## src/hdl/rbf_pkg.sv

```systemverilog
`timescale 1ns / 1ps
`default_nettype none

package rbf_pkg;

  localparam int ChanW   = 8;
  localparam int CoordW  = 10;
  localparam int CfgW    = 11;
  localparam int SumW    = 12;   // nine 8-bit values, max 2295
  localparam int RecipW  = 13;
  localparam int RecipSh = 16;
  // ceil(2^16 / 9); exact floor for every sum below 2^12
  localparam logic [RecipW-1:0] Recip9 = 13'd7282;

  localparam int RegIdxW = 1;
  localparam logic [RegIdxW-1:0] RegWidth  = 1'b0;
  localparam logic [RegIdxW-1:0] RegHeight = 1'b1;

  typedef struct packed {
    logic [ChanW-1:0] red;
    logic [ChanW-1:0] green;
    logic [ChanW-1:0] blue;
  } pixel_t;

  typedef struct packed {
    pixel_t upper;
    pixel_t middle;
  } line_pair_t;

  typedef struct packed {
    logic [SumW-1:0] red;
    logic [SumW-1:0] green;
    logic [SumW-1:0] blue;
  } sum_t;

  function automatic logic [ChanW-1:0] div9(input logic [SumW-1:0] s);
    logic [SumW+RecipW-1:0] p;
    p = (SumW+RecipW)'(s) * (SumW+RecipW)'(Recip9);
    return p[RecipSh+ChanW-1:RecipSh];
  endfunction

endpackage

`default_nettype wire

```

## src/hdl/rbf_window.sv

```systemverilog
`timescale 1ns / 1ps
`default_nettype none

module rbf_window import rbf_pkg::*; (
  input  wire logic   clk_i,
  input  wire logic   en_i,
  input  wire pixel_t top_i,
  input  wire pixel_t mid_i,
  input  wire pixel_t px_i,
  output sum_t        sum_o
);

  // two previous columns of the 3-row band, oldest first
  pixel_t win_q [6];
  pixel_t taps  [9];
  sum_t   sum_d;
  sum_t   sum_q;

  always_comb begin
    for (int i = 0; i < 6; i++) begin
      taps[i] = win_q[i];
    end
    taps[6] = top_i;
    taps[7] = mid_i;
    taps[8] = px_i;
    sum_d = '0;
    for (int i = 0; i < 9; i++) begin
      sum_d.red   = sum_d.red   + SumW'(taps[i].red);
      sum_d.green = sum_d.green + SumW'(taps[i].green);
      sum_d.blue  = sum_d.blue  + SumW'(taps[i].blue);
    end
  end

  always_ff @(posedge clk_i) begin
    if (en_i) begin
      win_q[0] <= win_q[3];
      win_q[1] <= win_q[4];
      win_q[2] <= win_q[5];
      win_q[3] <= top_i;
      win_q[4] <= mid_i;
      win_q[5] <= px_i;
      sum_q    <= sum_d;
    end
  end

  assign sum_o = sum_q;

endmodule

`default_nettype wire
```

## config.mk

```make
export PLATFORM = sky130hd
export DESIGN_NAME = rbf_window
export DESIGN_NICKNAME = d
export VERILOG_FILES = /design/src/hdl/rbf_pkg.sv /design/src/hdl/rbf_window.sv
export SDC_FILE = /design/constraint.sdc
export NUM_CORES = 1
export LEC_CHECK = 0
export BUFFER_PORTS_ARGS = -buffer_cell sky130_fd_sc_hd__buf_2
export CORE_UTILIZATION = 25
export DETAILED_ROUTE_END_ITERATION = 16
export GPL_TIMING_DRIVEN = 0
export SLEW_MARGIN = 20
export SYNTH_ARGS = -nofsm -noshare
export SYNTH_HDL_FRONTEND = slang
export SYNTH_SLANG_ARGS = --single-unit
```

## constraint.sdc

```tcl
create_clock -name clk_i -period 13.6 [get_ports clk_i]
set_input_delay 2.04 -clock clk_i [delete_from_list [all_inputs] [get_ports clk_i]]
set_output_delay 2.04 -clock clk_i [all_outputs]
set_load 0.1 [all_outputs]
```

==> results by stage <==
Outcome:
- The flow ran to the end, and the final reports show no timing, DRC or antenna violations.

Synthesis:
- The synthesized area per cell is 14.7 um^2.
- The net count of the mapped netlist is around 1,000.
- Sorting the synthesized cells by how often they occur yields 244 x sky130_fd_sc_hd__inv_1, 180 x sky130_fd_sc_hd__edfxtp_1, 162 x sky130_fd_sc_hd__fa_1.
- For this run, the leading register cell type out of synthesis is sky130_fd_sc_hd__edfxtp_1.
- The top cell type by area accounts for approximately half of the synthesized area.
- The sequential area share after synthesis is between 50% and 60%.
- For this run, the number of Yosys warnings is 0.
- The count of mapped cells out of synthesis is approximately 730.
- The most frequently used cell type in the post-synthesis netlist is sky130_fd_sc_hd__inv_1.
- Sorting the synthesized cells by area gives the leading types as sky130_fd_sc_hd__edfxtp_1 50%, sky130_fd_sc_hd__fa_1 30%, sky130_fd_sc_hd__inv_1 8.6%.
- Summed over all instances, the cell type with the most area after synthesis is sky130_fd_sc_hd__edfxtp_1.
- In this run, synthesis produced a sequential element count of 180.
- After synthesis, the netlist uses 27 different library cells.
- In the synthesized netlist the async set-or-reset flop fraction comes to 0%.
- The synthesized design contains between 150 and 200 enable-type register cells.
- The cell area after synthesis is ~0.011 mm^2.

Detailed routing:
- The count of nets left with antenna violations once routing finished came out at 0.
- The number of iterations in the first detailed-routing pass is 4.
- Summing over every cut layer, the via total after detailed routing is between 5,000 and 6,000.
- The post-detailed-route wirelength per cell is 12.5 um.
- The count of routing violations after the opening detailed-route iteration is around 220.
- The total DRC errors in the routed layout is 0.
- The total wire length is between 15,000 and 20,000 um.
- The via-per-instance ratio is 3.71.

Final layout:
- The final net count is between 1,000 and 1,500.
- The filler cell count is between 4,000 and 5,000.
- Summing all flip-flop and latch instances after layout gives 0.00541 mm^2.
- The area growth from synthesis to layout is 16.7%.
- The share of cells above drive strength 1 is 16.0%.
- In the final layout, the multi-input gates occupy 0.00438 mm^2.

CTS:
- The post-cts sizing count is 0.
- The clock passes through at most 2 buffers.
- The tree built by TritonCTS fans out to between 150 and 200 sinks.
- Clock tree synthesis inserted a total of 17 buffers.
- In this run, post-CTS hold repair placed 0 buffers.
- The clock tree root buffer cell is sky130_fd_sc_hd__clkbuf_16.
- The CTS H-tree depth is 4.
- The clock-pin transition on the worst setup and hold timing paths is about 0.07 ns.
- For the worst-skew pair, the clock arrives at the later sink with an insertion delay of 0.45 ns.
- TritonCTS built the clock tree.
- The post-CTS setup-driven buffer insertion count is 0.

Worst setup path:
- The largest stage delay on the critical path is roughly 0.52 ns.
- The critical path is of the in2reg type.
- STA classifies the critical path startpoint as an input port.
- The dominant cell type by count on the critical path is sky130_fd_sc_hd__fa_1.
- The maximum net fanout on the critical path is 3.
- The critical path buffer and inverter count is 5.
- Data on the critical path is required at its endpoint by between 10 and 15 ns.
- STA puts the critical path data arrival time at ~5.7 ns.
- The kind of end point of the critical path is a register.
- On the critical path the largest part of the delay comes from adder cells.
- The slowest cell on the critical path is sky130_fd_sc_hd__fa_1.
- Walking the worst path, the cells encountered are buf_2 -> inv_1 -> fa_1 -> inv_1 -> fa_1 -> fa_1 -> inv_1 -> fa_1 -> inv_1 -> ha_1 -> fa_1 -> a21oi_1 -> o211ai_1 -> o41ai_2 -> xnor2_1.

Global route:
- The first-pass GRT wire length is 29,800 um.
- Entering global routing, the biggest net connects roughly 100 pins.
- The initial antenna violation count came to 6.
- Global routing finished with a remaining overflow of 0.
- The number of global-route vias before repair was between 5,000 and 6,000.
- The global router's overall resource usage is 8.96%.

Timing:
- The max-slew violation count is 0.
- Of the available clock period, the critical path in the final layout requires between 40 and 50%.
- The tightest slew margin relative to the limit is a little under three fifths.
- Static timing analysis puts the maximum clock frequency at approximately 180 MHz.
- The clock period minus worst slack is about 5.5 ns.
- The total setup violations reported at the end of the flow is 0.
- Setup repair after global routing left no endpoint under its margin.
- The sum of negative setup slack is 0 ns.
- For the pin with the worst max-slew slack, the measured transition is roughly 0.65 ns.
- The clock arrives with ~0.010 ns of skew.
- The final hold violation count is 0.

Place:
- The wire-length estimate of the detail-placed layout is 13,800 um.
- The congestion estimate from routability-driven global placement came to 0.742.
- During placement, the flow inserted port buffers numbering 109.

Die:
- The floorplan step defined a die boundary enclosing approximately 0.044 mm^2.
- The core region is around 0.042 mm^2.
- The count of standard-cell rows is 75.
- For this design the top-level I/O count stands at between 100 and 150.
- The initial cell density of the core is 25.4%.
- From left edge to right edge, the die measures ~210 um.
- Measured along the y axis, the die boundary spans 209 um.

Worst hold path:
- The type of the most critical hold path is reg2reg.

Job:
- Across the run, the number of max-cap violations was 0.
==> worst paths after layout <==
check                           slack (ns)                     end  cells after the start              startpoint
worst max-delay path                  8.09     sum_o[10]$_DFFE_PP_                     15                top_i[2]
worst min-delay path                  0.45  win_q[2][18]$_DFFE_PP_                      0  win_q[5][18]$_DFFE_PP_
worst max register to register        9.34     sum_o[10]$_DFFE_PP_                     12   win_q[3][2]$_DFFE_PP_
worst min register to register        0.45  win_q[2][18]$_DFFE_PP_                      0  win_q[5][18]$_DFFE_PP_
==> registers in the layout, summed over array words and instances (netlist names) <==
name   flops
win_q    144
sum_o     36
==> metrics by stage <==
| stage | std cells | worst slack (ns) | utilization (%) | hold slack, ns | cell area [um^2] |
|---|---|---|---|---|---|
| after global routing | 1407 | 7.91 | 29.7 | 0.460 | 12500 |
| after floorplan | 726 | 7.93 | - | 0.426 | 10700 |
| after CTS | 1407 | 8.10 | 29.7 | 0.453 | 12500 |
| after global placement | 1374 | 7.61 | 28.3 | 0.429 | 11900 |
| final | 1408 | 8.09 | 29.7 | 0.454 | 12500 |
| after detailed placement | 1375 | 7.61 | 28.4 | 0.436 | 12000 |
==> layer usage <==
layer | part of all wire, % | GRT usage, % | vias up
met2 | 47 | 13.6 | 65
met4 | 2.0 | 3.73 | 10
li1 | - | - | 2502
met1 | 46 | 11.5 | 2613
met3 | 4.9 | 3.28 | 29
met5 | 0.40 | 0 | -
==> cell type report <==
class                      instances  share of cell area (%)
antenna                            1                  0.0200
clock buffer                      24                    3.61
sequential                       180                    43.3
tap                              539                    5.40
inverter                         244                    7.33
clock inverter                     8                   0.641
timing repair buffer             110                    4.67
multi-input combinational        302                    35.1
==> placed cells by master, fill, tap and decap left out, types with 2 or more instances in the layout <==
master,count
sky130_fd_sc_hd__xor2_1,4
sky130_fd_sc_hd__o21a_1,2
sky130_fd_sc_hd__a21o_1,3
sky130_fd_sc_hd__o21bai_1,4
sky130_fd_sc_hd__nor2b_1,4
sky130_fd_sc_hd__fa_1,162
sky130_fd_sc_hd__clkbuf_1,7
sky130_fd_sc_hd__clkinvlp_4,5
sky130_fd_sc_hd__a211oi_1,3
sky130_fd_sc_hd__xnor2_1,17
sky130_fd_sc_hd__nor3_1,3
sky130_fd_sc_hd__nor2_1,15
sky130_fd_sc_hd__a31oi_1,4
sky130_fd_sc_hd__inv_1,244
sky130_fd_sc_hd__o21ai_0,6
sky130_fd_sc_hd__buf_2,108
sky130_fd_sc_hd__a21oi_1,12
sky130_fd_sc_hd__ha_1,39
sky130_fd_sc_hd__nand2_1,9
sky130_fd_sc_hd__edfxtp_1,180
sky130_fd_sc_hd__o211ai_1,4
sky130_fd_sc_hd__nand3_1,3
sky130_fd_sc_hd__clkbuf_16,17
==> logic make-up (layout without fill, tap and decap cells) <==
family / count (synthesis) / after routing / synth area share (%)
AOI/OAI and AO/OA: 42 / 42 / 2.68
xor gates and xnor gates: 21 / 21 / 1.72
adders and majority gates: 201 / 201 / 34.9
buffers and inverters: 244 / 386 / 8.56
DFF: 180 / 180 / 50.5
other: 0 / 1 / 0
and+or+nand+nor: 38 / 38 / 1.69
Power is left out: the tool's default activity adds up to more than one toggle a clock period on the data nets, which glitch-free logic cannot reach.
